<file path="config.mk">
export PLATFORM = sky130hd
export DESIGN_NAME = shaft_park_position_controller_core
export DESIGN_NICKNAME = d
export VERILOG_FILES = /design/src/spc_pkg.sv /design/src/spc_cfg_regs.sv /design/src/spc_track.sv /design/src/spc_shape.sv /design/src/shaft_park_position_controller_core.sv
export SDC_FILE = /design/constraint.sdc
export NUM_CORES = 2
export LEC_CHECK = 0
export ABC_CLOCK_PERIOD_IN_PS = 20000
export BUFFER_PORTS_ARGS = -buffer_cell sky130_fd_sc_hd__buf_2
export CELL_PAD_IN_SITES_DETAIL_PLACEMENT = 1
export CELL_PAD_IN_SITES_GLOBAL_PLACEMENT = 1
export CORE_ASPECT_RATIO = 1.4
export CORE_MARGIN = 5
export CORE_UTILIZATION = 45
export DETAILED_ROUTE_END_ITERATION = 8
export PLACE_DENSITY = 0.89
export SYNTH_ARGS = -nofsm -noshare
export SYNTH_HDL_FRONTEND = slang
export SYNTH_SLANG_ARGS = --single-unit
</file>
<file path="constraint.sdc">
create_clock -name clk -period 20 [get_ports clk]
set_input_delay 2 -clock clk [delete_from_list [all_inputs] [get_ports clk]]
set_output_delay 2 -clock clk [all_outputs]
set_load 0.01 [all_outputs]
</file>
<file path="src/spc_pkg.sv">
`timescale 1ns / 1ps
// ----------------------------------------------------------------------------
// spc_pkg
// Shared types and constants for the shaft park position controller.
// ----------------------------------------------------------------------------
package spc_pkg;

    // Configuration port
    localparam int CFG_IDX_W  = 4;
    localparam int CFG_DATA_W = 64;

    localparam logic [CFG_IDX_W-1:0] REG_BLADE_FOLD = 4'd0;
    localparam logic [CFG_IDX_W-1:0] REG_DEADBAND   = 4'd1;
    localparam logic [CFG_IDX_W-1:0] REG_HYSTERESIS = 4'd2;
    localparam logic [CFG_IDX_W-1:0] REG_PROP_GAIN  = 4'd3;
    localparam logic [CFG_IDX_W-1:0] REG_DAMP_GAIN  = 4'd4;
    localparam logic [CFG_IDX_W-1:0] REG_SPEED_LIM  = 4'd5;
    localparam logic [CFG_IDX_W-1:0] REG_SETTLE_LIM = 4'd6;
    localparam logic [CFG_IDX_W-1:0] REG_TRIP_LIM   = 4'd7;

    // Stream widths
    localparam int S_TDATA_W = 72;
    localparam int M_TDATA_W = 72;

    // Half and quarter turn in 1/65536 rev, for two-blade folding
    localparam logic signed [16:0] HALF_TURN    = 17'sd32768;
    localparam logic signed [16:0] QUARTER_TURN = 17'sd16384;

    localparam logic [31:0] TIMER_MAX = 32'hFFFF_FFFF;

    typedef enum logic [1:0] {
        DIR_NONE = 2'd0,
        DIR_FWD  = 2'd1,
        DIR_REV  = 2'd2
    } dir_t;

    typedef struct packed {
        logic        blade_fold;
        logic [14:0] deadband;
        logic [14:0] hysteresis;
        logic [15:0] prop_gain;
        logic [15:0] damp_gain;
        logic [15:0] speed_max;
        logic [15:0] min_kick;
        logic [15:0] settle_pos_tol;
        logic [15:0] settle_vel_tol;
        logic [31:0] settle_hold_us;
        logic [15:0] trip_err;
        logic [31:0] trip_time_us;
    } spc_cfg_t;

    typedef struct packed {
        logic [15:0]        target_angle;
        logic [15:0]        measured_angle;
        logic signed [23:0] shaft_velocity;
        logic               encoder_ok;
        logic [15:0]        elapsed_us;
    } spc_in_t;

    // Between the tracking logic and the command shaping logic
    typedef struct packed {
        logic signed [32:0] prop_prod;
        logic signed [40:0] damp_prod;
        logic               blocked;
        dir_t               dir;
        logic               zero_cmd;
        logic signed [15:0] position_err;
        logic               settled;
        logic               loop_active;
        logic               tripped;
        logic [31:0]        trip_elapsed_us;
    } spc_mid_t;

    typedef struct packed {
        logic signed [16:0] speed_ref;
        logic signed [15:0] position_err;
        logic               settled;
        logic               loop_active;
        logic               tripped;
        logic [31:0]        trip_elapsed_us;
    } spc_out_t;

    function automatic logic [31:0] sat_add32(input logic [31:0] a, input logic [15:0] b);
        logic [32:0] s;
        s = {1'b0, a} + {17'd0, b};
        return s[32] ? TIMER_MAX : s[31:0];
    endfunction

endpackage

</file>
<file path="src/spc_cfg_regs.sv">
`timescale 1ns / 1ps
// ----------------------------------------------------------------------------
// spc_cfg_regs
// Configuration register file; writes beyond the last index are dropped.
// ----------------------------------------------------------------------------
module spc_cfg_regs
    import spc_pkg::*;
(
    input  logic                  clk,
    input  logic                  rst_n,
    input  logic                  wr_en,
    input  logic [CFG_IDX_W-1:0]  wr_index,
    input  logic [CFG_DATA_W-1:0] wr_data,
    output spc_cfg_t              cfg
);

    spc_cfg_t cfg_reg;
    spc_cfg_t cfg_next;

    always_comb
    begin
        cfg_next = cfg_reg;
        if (wr_en)
        begin
            case (wr_index)
                REG_BLADE_FOLD: cfg_next.blade_fold = wr_data[0];
                REG_DEADBAND:   cfg_next.deadband   = wr_data[14:0];
                REG_HYSTERESIS: cfg_next.hysteresis = wr_data[14:0];
                REG_PROP_GAIN:  cfg_next.prop_gain  = wr_data[15:0];
                REG_DAMP_GAIN:  cfg_next.damp_gain  = wr_data[15:0];
                REG_SPEED_LIM:
                begin
                    cfg_next.speed_max = wr_data[15:0];
                    cfg_next.min_kick  = wr_data[31:16];
                end
                REG_SETTLE_LIM:
                begin
                    cfg_next.settle_pos_tol = wr_data[15:0];
                    cfg_next.settle_vel_tol = wr_data[31:16];
                    cfg_next.settle_hold_us = wr_data[63:32];
                end
                REG_TRIP_LIM:
                begin
                    cfg_next.trip_err     = wr_data[15:0];
                    cfg_next.trip_time_us = wr_data[47:16];
                end
                default: ;
            endcase
        end
    end

    always_ff @(posedge clk or negedge rst_n)
    begin
        if (!rst_n)
            cfg_reg <= '0;
        else
            cfg_reg <= cfg_next;
    end

    assign cfg = cfg_reg;

endmodule

</file>
<file path="src/spc_track.sv">
`timescale 1ns / 1ps
// ----------------------------------------------------------------------------
// spc_track
// Error wrap/fold, settle and trip timers, direction latch, PD products.
// Holds all loop state; state moves only when the stage advances.
// ----------------------------------------------------------------------------
module spc_track
    import spc_pkg::*;
(
    input  logic     clk,
    input  logic     rst_n,
    input  logic     advance,
    input  spc_cfg_t cfg,
    input  spc_in_t  item,
    output spc_mid_t mid
);

    dir_t        dir_reg,          dir_next;
    logic [31:0] settle_timer_reg, settle_timer_next;
    logic [31:0] trip_timer_reg,   trip_timer_next;
    logic        trip_flag_reg,    trip_flag_next;

    logic [15:0]        diff;
    logic signed [16:0] err_wide;
    logic signed [16:0] err_fold;
    logic signed [15:0] err;
    logic signed [16:0] aerr_wide;
    logic [15:0]        aerr;
    logic signed [24:0] vel_wide;
    logic signed [24:0] avel_wide;
    logic [23:0]        avel;
    dir_t               want;
    logic               in_deadband;

    always_comb
    begin
        diff     = item.target_angle - item.measured_angle;
        err_wide = {diff[15], diff};
        err_fold = err_wide;
        if (cfg.blade_fold)
        begin
            if (err_wide > QUARTER_TURN)
                err_fold = err_wide - HALF_TURN;
            else if (err_wide < -QUARTER_TURN)
                err_fold = err_wide + HALF_TURN;
        end
        err       = err_fold[15:0];
        aerr_wide = err_fold[16] ? -err_fold : err_fold;
        aerr      = aerr_wide[15:0];
        vel_wide  = {item.shaft_velocity[23], item.shaft_velocity};
        avel_wide = vel_wide[24] ? -vel_wide : vel_wide;
        avel      = avel_wide[23:0];
        want      = (err > 16'sd0) ? DIR_FWD : DIR_REV;
        in_deadband = aerr < {1'b0, cfg.deadband};
    end

    always_comb
    begin
        dir_next          = dir_reg;
        settle_timer_next = '0;
        trip_timer_next   = '0;
        trip_flag_next    = trip_flag_reg;
        mid               = '0;
        mid.dir           = dir_reg;
        mid.zero_cmd      = 1'b1;

        if (item.encoder_ok)
        begin
            if (aerr < cfg.settle_pos_tol && avel < {8'd0, cfg.settle_vel_tol})
                settle_timer_next = sat_add32(settle_timer_reg, item.elapsed_us);

            if (aerr > cfg.trip_err)
            begin
                trip_timer_next = sat_add32(trip_timer_reg, item.elapsed_us);
                if (trip_timer_next >= cfg.trip_time_us)
                    trip_flag_next = 1'b1;
            end

            if (in_deadband)
                dir_next = DIR_NONE;
            else if (dir_reg != DIR_FWD && dir_reg != DIR_REV)
                dir_next = want;
            else if (want != dir_reg)
            begin
                if (aerr < {1'b0, cfg.hysteresis})
                    dir_next = want;
                else
                    mid.blocked = 1'b1;
            end

            mid.zero_cmd        = in_deadband;
            mid.dir             = dir_next;
            mid.position_err    = err;
            mid.settled         = settle_timer_next >= cfg.settle_hold_us;
            mid.loop_active     = 1'b1;
            mid.trip_elapsed_us = trip_timer_next;
            mid.prop_prod       = 33'($signed({1'b0, cfg.prop_gain})) * 33'(err);
            mid.damp_prod       = 41'($signed({1'b0, cfg.damp_gain}))
                                * 41'(item.shaft_velocity);
        end
        mid.tripped = trip_flag_next;
    end

    always_ff @(posedge clk or negedge rst_n)
    begin
        if (!rst_n)
        begin
            dir_reg          <= DIR_NONE;
            settle_timer_reg <= '0;
            trip_timer_reg   <= '0;
            trip_flag_reg    <= 1'b0;
        end
        else if (advance)
        begin
            dir_reg          <= dir_next;
            settle_timer_reg <= settle_timer_next;
            trip_timer_reg   <= trip_timer_next;
            trip_flag_reg    <= trip_flag_next;
        end
    end

endmodule

</file>
<file path="src/spc_shape.sv">
`timescale 1ns / 1ps
// ----------------------------------------------------------------------------
// spc_shape
// PD sum with floor shifts, reversal block, magnitude clamp, minimum kick.
// ----------------------------------------------------------------------------
module spc_shape
    import spc_pkg::*;
(
    input  spc_cfg_t cfg,
    input  spc_mid_t mid,
    output spc_out_t res
);

    logic signed [33:0] prop_term;
    logic signed [33:0] damp_term;
    logic signed [33:0] cmd_sum;
    logic signed [33:0] cmd_dir;
    logic signed [33:0] cmd_clamp;
    logic signed [33:0] cmd_abs;
    logic signed [33:0] cmd_final;
    logic signed [33:0] smax;
    logic signed [33:0] kick;

    always_comb
    begin
        // arithmetic shift of a two's complement value floors
        prop_term = 34'($signed(mid.prop_prod) >>> 16);
        damp_term = 34'($signed(mid.damp_prod) >>> 8);
        cmd_sum   = prop_term - damp_term;
        smax      = $signed({18'd0, cfg.speed_max});
        kick      = $signed({18'd0, cfg.min_kick});

        cmd_dir = cmd_sum;
        if (mid.blocked)
        begin
            if (mid.dir == DIR_FWD && cmd_sum < 34'sd0)
                cmd_dir = -cmd_sum;
            else if (mid.dir == DIR_REV && cmd_sum > 34'sd0)
                cmd_dir = -cmd_sum;
        end

        if (cmd_dir > smax)
            cmd_clamp = smax;
        else if (cmd_dir < -smax)
            cmd_clamp = -smax;
        else
            cmd_clamp = cmd_dir;

        cmd_abs = (cmd_clamp < 34'sd0) ? -cmd_clamp : cmd_clamp;
        if (cmd_abs < kick)
            cmd_final = (mid.dir == DIR_FWD) ? kick : -kick;
        else
            cmd_final = cmd_clamp;

        res.speed_ref       = mid.zero_cmd ? 17'sd0 : cmd_final[16:0];
        res.position_err    = mid.position_err;
        res.settled         = mid.settled;
        res.loop_active     = mid.loop_active;
        res.tripped         = mid.tripped;
        res.trip_elapsed_us = mid.trip_elapsed_us;
    end

endmodule

</file>
<file path="src/shaft_park_position_controller_core.sv">
`timescale 1ns / 1ps
// ----------------------------------------------------------------------------
// shaft_park_position_controller_core
// PD shaft park position loop with deadband, hysteresis and trip timers.
// ----------------------------------------------------------------------------
// One tick in, one speed command out. The core takes a tick on every clock
// cycle unless the output side stalls. The tick lands in the input register,
// and one combinational pass (error, timers, direction latch, gain products,
// command shaping) feeds the output register. The direction latch and both
// timers update as the output register loads, so back-to-back ticks see
// each other's state without bubbles. A stalled master side holds the tick
// in the input register; up to two ticks are buffered before s_tready drops.
// Configuration writes are always accepted (cfg_ready is tied high) and must
// only be issued while no tick is in flight. Indices beyond 7 are ignored.
// The trip flag stays set until reset. When encoder_ok is low the command,
// error, settled, loop_active and timers read zero; tripped still shows the
// sticky flag.
// ----------------------------------------------------------------------------
module shaft_park_position_controller_core
    import spc_pkg::*;
(
    input  logic                  clk,
    input  logic                  rst_n,

    // tdata: target_angle[15:0], measured_angle[31:16], shaft_velocity[55:32],
    //        elapsed_us[71:56]
    // tuser: encoder_ok
    input  logic                  s_tvalid,
    output logic                  s_tready,
    input  logic [S_TDATA_W-1:0]  s_tdata,
    input  logic                  s_tuser,

    // tdata: speed_ref[16:0], position_err[32:17], settled[33], tripped[34],
    //        trip_elapsed_us[66:35], zero pad[71:67]
    // tuser: loop_active
    output logic                  m_tvalid,
    input  logic                  m_tready,
    output logic [M_TDATA_W-1:0]  m_tdata,
    output logic                  m_tuser,

    input  logic                  cfg_valid,
    output logic                  cfg_ready,
    input  logic [CFG_IDX_W-1:0]  cfg_index,
    input  logic [CFG_DATA_W-1:0] cfg_data
);

    spc_cfg_t cfg;

    // pipeline registers
    logic     in_valid_reg;
    spc_in_t  in_item_reg;
    logic     out_valid_reg;
    spc_out_t out_reg;

    spc_in_t  in_item;
    spc_mid_t mid_next;
    spc_out_t out_next;

    logic out_free;
    logic in_free;
    logic track_fire;

    assign cfg_ready = 1'b1;

    spc_cfg_regs u_cfg (
        .clk      (clk),
        .rst_n    (rst_n),
        .wr_en    (cfg_valid & cfg_ready),
        .wr_index (cfg_index),
        .wr_data  (cfg_data),
        .cfg      (cfg)
    );

    // stage ready chain: a stage takes new data when empty or draining
    assign out_free   = !out_valid_reg || m_tready;
    assign in_free    = !in_valid_reg  || out_free;
    assign s_tready   = in_free;
    assign track_fire = in_valid_reg  && out_free;

    assign in_item.target_angle   = s_tdata[15:0];
    assign in_item.measured_angle = s_tdata[31:16];
    assign in_item.shaft_velocity = s_tdata[55:32];
    assign in_item.elapsed_us     = s_tdata[71:56];
    assign in_item.encoder_ok     = s_tuser;

    spc_track u_track (
        .clk     (clk),
        .rst_n   (rst_n),
        .advance (track_fire),
        .cfg     (cfg),
        .item    (in_item_reg),
        .mid     (mid_next)
    );

    spc_shape u_shape (
        .cfg (cfg),
        .mid (mid_next),
        .res (out_next)
    );

    always_ff @(posedge clk or negedge rst_n)
    begin
        if (!rst_n)
        begin
            in_valid_reg  <= 1'b0;
            out_valid_reg <= 1'b0;
        end
        else
        begin
            if (in_free)
                in_valid_reg <= s_tvalid;
            if (out_free)
                out_valid_reg <= in_valid_reg;
        end
    end

    // payload registers, no reset
    always_ff @(posedge clk)
    begin
        if (s_tvalid && in_free)
            in_item_reg <= in_item;
        if (track_fire)
            out_reg <= out_next;
    end

    assign m_tvalid = out_valid_reg;
    assign m_tdata  = {5'd0, out_reg.trip_elapsed_us, out_reg.tripped, out_reg.settled,
                       out_reg.position_err, out_reg.speed_ref};
    assign m_tuser  = out_reg.loop_active;

endmodule

</file>
# ---- Word level (Yosys, flattened, before mapping)
# Index checks and enable logic that the tools add are counted.
dict set report op_classes {
  muxes 33
  eq_ne 12
  n_addsub 12
  n_reduce_logical 20
  n_mul 2
  n_lt_le_gt_ge 16
}
# op count
set ops {}
lappend ops {{2-to-1 mux 32 bit} 7}
lappend ops {{2-to-1 mux 34 bit} 6}
lappend ops {{2-to-1 mux 96 bit} 1}
lappend ops {{2-to-1 mux 17 bit} 5}
lappend ops {{< comparator 34 x 1 -> 1 bit (second input constant)} 2}
lappend ops {{negator 34 bit} 2}
lappend ops {{adder 32 x 16 -> 33 bit} 2}
lappend ops {{greater-or-equal comparator 32 bit} 2}
lappend ops {{multiplier 17 x 24 -> 41 bit} 1}
lappend ops {{greater-than comparator 34 x 1 -> 1 bit (second input constant)} 1}
lappend ops {{greater-than comparator 34 x 17 -> 1 bit} 1}
lappend ops {{< comparator 34 x 17 -> 1 bit} 1}
lappend ops {{< comparator 34 bit} 1}
lappend ops {{negator 16 -> 34 bit} 1}
lappend ops {{subtractor 17 x 33 -> 34 bit} 1}
lappend ops {{multiplier 17 x 16 -> 33 bit} 1}
lappend ops {{< comparator 16 x 15 -> 1 bit} 2}
lappend ops {{< comparator 24 x 16 -> 1 bit} 1}
lappend ops {{2-to-1 mux 24 bit} 1}
lappend ops {{negator 24 bit} 1}
lappend ops {{AND reduction 2 bit} 9}
lappend ops {{adder 16 x 17 -> 17 bit (second input constant)} 1}
lappend ops {{negator 16 -> 17 bit} 1}
lappend ops {{subtractor 16 x 17 -> 17 bit (second input constant)} 1}
lappend ops {{other kinds (22)} 43}
dict set report word_totals {
  reg_bits 417
  output_inout_bits 76
  inputBits 146
}

# ---- Logic depth before layout (Yosys ltp)
dict set report logic_depth {
  ltp_word 26
  ltp_mapped 100
  mapped_depth_nobuf 89
}

# ---- By module
# From an unflattened synthesis, not the netlist that was laid out.
dict set report hier_totals {
  cells_unflattened 6161
  hier_area_um2 55459.4
}
# module instances area_per_inst_um2 cells_each
set by_module_without_submodules {}
lappend by_module_without_submodules {spc_track 1 33858.7 4113}
lappend by_module_without_submodules {spc_shape 1 9359.0 1443}
lappend by_module_without_submodules {spc_cfg_regs 1 7851.3 448}
lappend by_module_without_submodules {shaft_park_position_controller_core 1 4390.5 157}

# ---- Worst setup path before layout
# OpenSTA, ideal clock, no wires.
dict set report synth_timing {
  path_kind {reg-to-reg}
  from {reg in_item_reg[57] (netlist bit)}
  to {reg out_reg, in the netlist m_tdata[6] (data pin)}
  path_buffers 12
  required_ns 19.720
  path_stages_with_launch 96
  synth_period_minus_slack_ns 21.239
  setup_slack_ns -1.239
  arrival_ns 20.959
  cell_sequence {edfxtp_1 > inv_1 > ha_1 > inv_1 > fa_1 > a21o_1 > a221oi_1 > xnor2_1 > clkbuf_1 > nor4_1 > o211ai_1 > nor4b_2 > o21ai_0 > o21ai_1 > clkbuf_1 > clkbuf_1 > nor2_1 > fa_1 > [... 60 more ...] > o21ai_0 > xnor2_1 > ha_1 > a21o_1 > a21oi_1 > nor2b_1 > o21ai_0 > nand2b_1 > a221oi_1 > o21ai_0 > a31oi_1 > o211ai_1 > a2111o_1 > a2111o_1 > nor4_4 > a21o_4 > buf_6 > a211oi_1}
}
dict set report synth_between {
  elab_chain_cells 25
  elab_cells_between_ends 46
  classes_between {add/sub (7); mul (1); order compare (11); eq/ne (3); mux (22); reduce/logical (2)}
}
# element line
set synth_lines {}
lappend synth_lines {{start, declared} shaft_park_position_controller_core.sv:51} ;# spc_in_t in_item_reg;
lappend synth_lines {{start signal, assigned} shaft_park_position_controller_core.sv:121} ;# in_item_reg <= in_item;
lappend synth_lines {{subtractor 16 bit *} spc_track.sv:37} ;# diff = item.target_angle - item.measured_angle;
lappend synth_lines {{adder 16 x 17 -> 17 bit / < comparator 16 x 15 -> 1 bit (equally long branches)} {spc_track.sv:45, spc_track.sv:44}}
lappend synth_lines {{2-to-1 mux 17 bit} spc_track.sv:44} ;# else if (err_wide < -QUARTER_TURN)
lappend synth_lines {{2-to-1 mux 17 bit} spc_track.sv:42} ;# if (err_wide > QUARTER_TURN)
lappend synth_lines {{2-to-1 mux 17 bit *} spc_track.sv:40} ;# if (cfg.blade_fold)
lappend synth_lines {{negator 16 bit} spc_track.sv:48} ;# aerr_wide = err_fold[16] ? -err_fold : err_fold;
lappend synth_lines {{2-to-1 mux 16 bit} spc_track.sv:48}
lappend synth_lines {{< comparator 16 x 15 -> 1 bit} spc_track.sv:85} ;# if (aerr < {1'b0, cfg.hysteresis})
lappend synth_lines {{2-to-1 mux 2 bit} spc_track.sv:85}
lappend synth_lines {{2-to-1 mux 2 bit} spc_track.sv:83} ;# else if (want != dir_reg)
lappend synth_lines {{2-to-1 mux 2 bit} spc_track.sv:81} ;# else if (dir_reg != DIR_FWD && dir_reg != DIR_REV)
lappend synth_lines {{2-to-1 mux 2 bit} spc_track.sv:79} ;# if (in_deadband)
lappend synth_lines {{2-to-1 mux 96 bit *} spc_track.sv:67} ;# if (item.encoder_ok)
lappend synth_lines {{parallel branches: the longest is 12 deep, another holds subtractor 17 x 33 -> 34 bit} -}
lappend synth_lines {{end signal, assigned} shaft_park_position_controller_core.sv:123} ;# out_reg <= out_next;
lappend synth_lines {{end, declared} shaft_park_position_controller_core.sv:53} ;# spc_out_t out_reg;
# Mark *: on every way between the ends.
# A chain may end at the register's enable or synchronous reset.

# ---- Final worst setup path
dict set report layout_timing {
  from {reg in_item_reg[41] (netlist bit)}
  to {reg out_reg, in the netlist m_tdata[16] (data pin)}
}
# The elaborated chain is that of the path after synthesis.

==> out/qor.yml <==
detailed_routing:
  detail-route-antenna-nets: 0
  finalWirelength_mm: 197
  drt_pass1_iterations: 7
  wire_per_inst_um: 26.4
  dr.first_iter.drc_count: 3280
  drt-vias-per-instance: 6.05
  drc: 0
  dr_total_vias: 45100
layout:
  drive_above_1_share_pct: 11.4
  finalNonFillerCells: 7450
  final_cell_mix: "inv_1 (928), nand2_1 (773), fa_1 (571)"
  final_common_cell: "inv_1"
  largest_reg_flops: 207
  syn2layout_area_growth_pct: 10.5
  final_nets: 7152
status:
  violations: "negative setup slack"
  outcome: "finished, violations left"
die:
  dieArea_um2: 121000
  start_util_pct: 45.3
  row_count: 146
  core_area_um2: 113000
  die_w_um: 295
  die_h_um: 409
  io_pins: 222
sta:
  fin_skew_ps: 28.7
  max_freq_ghz: 0.0496
  fin_crit_sh_pct: 101
  fin_ws_ps: -164
  relSlewSlack_pct: 9.74
  final_max_slew_viol_count: 0
  worstMarginPinSlew_ps: 1340
  setup_viol: 17
  min_period_ps: 20160
  finalHoldViolCount: 0
logic_synthesis:
  synth_cells: 5739
  synth-seq-cells: 417
  synth_edf_count: 141
  synth_warnings: 0
  ys_async_sr_fraction_pct: 66.2
  avgSynthCellArea_um2: 8.93
  synth_top_area_share_pct: 22.3
  yosys.area.top_type: "fa_1"
  synthFlopType: "dfrtp_1"
  synthTopCellsByArea: "fa_1 (22%), dfrtp_1 (13%), ha_1 (12%), edfxtp_1 (8.3%), inv_1 (6.8%)"
  yosysSeqAreaShare_pct: 21.7
  syn-cell-area_um2: 51200
  synth.distinct_cells: 101
worst_setup_path:
  r2r_cells: 82
  cp_max_fo: 21
  critPathCaptureType: "flip-flop"
  cpMaxStageDelayCell: "fa_1"
  slowest_delay_ps: 750
  critPathArrivalTime_ps: 20630
  path_class: "reg -> reg"
  startpoint_type: "flip-flop"
  worst_ep_required_time_ps: 20460
clock_network:
  clk_latency_ps: 640
  ctsHoldBuffers: 0
  cts.clk_slew.worst_paths_ps: 70
  cts_tree: "built"
  cts_buffer_depth: 3
  cts_made_buffers: 48
  cts-root-buf: "clkbuf_16"
  h-tree-depth: 2
  cts_sinks: 417
global_route:
  grt_pass1_vias: 51100
  grt_util_all_layers_pct: 30.7
  grt_max_degree: 95
  antenna_found_initial: 9
  grt_pass1_wl_mm: 290
  overflow: 0
flow_run:
  max_cap_violations: 0
worst_hold_path:
  whs_path_depth: 2
  hp-class: "reg -> reg"
placement:
  placedCellCount: 7327
  gp_congestion: 0.980
  port_buffers: 215
  hpwl_mm: 143
## synthesized netlist by cell type (22+ instances only)
master and number:
nor2_1 232, xnor2_1 158, and3_1 35, nand2b_1 60, o21a_1 31, clkbuf_1 215
xor2_1 68, nor4_1 28, dfrtp_1 276, a22o_1 33, o31ai_1 26, inv_1 929
nand4_1 51, or2_2 30, and2_1 272, a211oi_1 43, ha_1 508, mux2_2 73
nor3_1 76, nor2b_1 81, nand2_1 777, or3_1 32, a21o_1 87, edfxtp_1 141
o21ai_0 305, a31oi_1 22, fa_1 572, nand3_1 87, a21oi_1 213
## metal layers
metal | vias to the layer above | track usage, % | part of all wire [%]
li1 | 19100 | - | -
met1 | 22700 | 32.4 | 34
met2 | 2224 | 54.6 | 50
met3 | 1076 | 5.07 | 7.1
met4 | 12 | 22.5 | 9.6
met5 | - | 0 | 0.041
## layout make-up
cell class              instances  area (um^2)
diodes                          4         10.0
clock inverters                31          268
clock buffers                  59         1290
inverters                     930         3490
flip-flops and latches        417        11100
well taps                    1480         1850
repair buffers                375         2350
multi-input cells            4154        36200
fillers                     13100        56400
## kinds of logic (layout without fill, tap and decap cells)
family	Yosys count	after routing	share of synthesized area [%]
AOI/OAI and AO/OA	920	921	11.5
muxes	92	92	1.99
xor gates and xnor gates	226	226	3.86
other	2	10	0.0147
and+or+nand+nor	1828	1829	17.4
adders and majority gates	1080	1080	34.8
DFF	417	417	21.7
buffers and inverters	1174	1395	8.74
## worst paths after layout
kind | from | end | slack [ps]
min | u_track.trip_flag_reg | u_track.trip_flag_reg | 450
min reg2reg | u_track.trip_flag_reg | u_track.trip_flag_reg | 450
max | in_item_reg[41] | m_tdata[16] | -160
max reg2reg | in_item_reg[41] | m_tdata[16] | -160
min in group asynchronous | rst_n | u_cfg.cfg[177] | 1380
max in group asynchronous | rst_n | u_cfg.cfg[22] | 16360
## worst max-delay path, delay by kind of cell (launching register included)
kind / cells / cell delay, ps
muxes: 2 / 440
adders and majority gates: 13 / 5320
xor gates and xnor gates: 4 / 1040
AOI/OAI and AO/OA: 28 / 5880
DFF: 1 / 430
buffers and inverters: 9 / 1500
and+or+nand+nor: 26 / 5320
## metrics by stage
stage / utilization, % / worst slack [ps] / instance area [um^2] / hold slack [ps] / TNS [ps]
after floorplan: - / 14.1 / 51300 / 421 / 0
after global placement: 48.0 / 69.4 / 54300 / 435 / 0
after detailed placement: 48.0 / -737 / 54300 / 442 / -11870
final: 50.1 / -164 / 56600 / 450 / -2110
after CTS: 49.5 / 22.8 / 56000 / 457 / 0
after global routing: 50.1 / -790 / 56600 / 481 / -12750
## repair_timing
action | in CTS | in global routing
pin swaps | 5 | 27
resized for setup | 21 | 92
setup endpoints to repair | 17 | 17
setup buffers | 2 | 23
gates cloned | 1 | 3
Power is not shown: default switching activity piles up to over one toggle a cycle in this logic, so the estimate is an artifact.
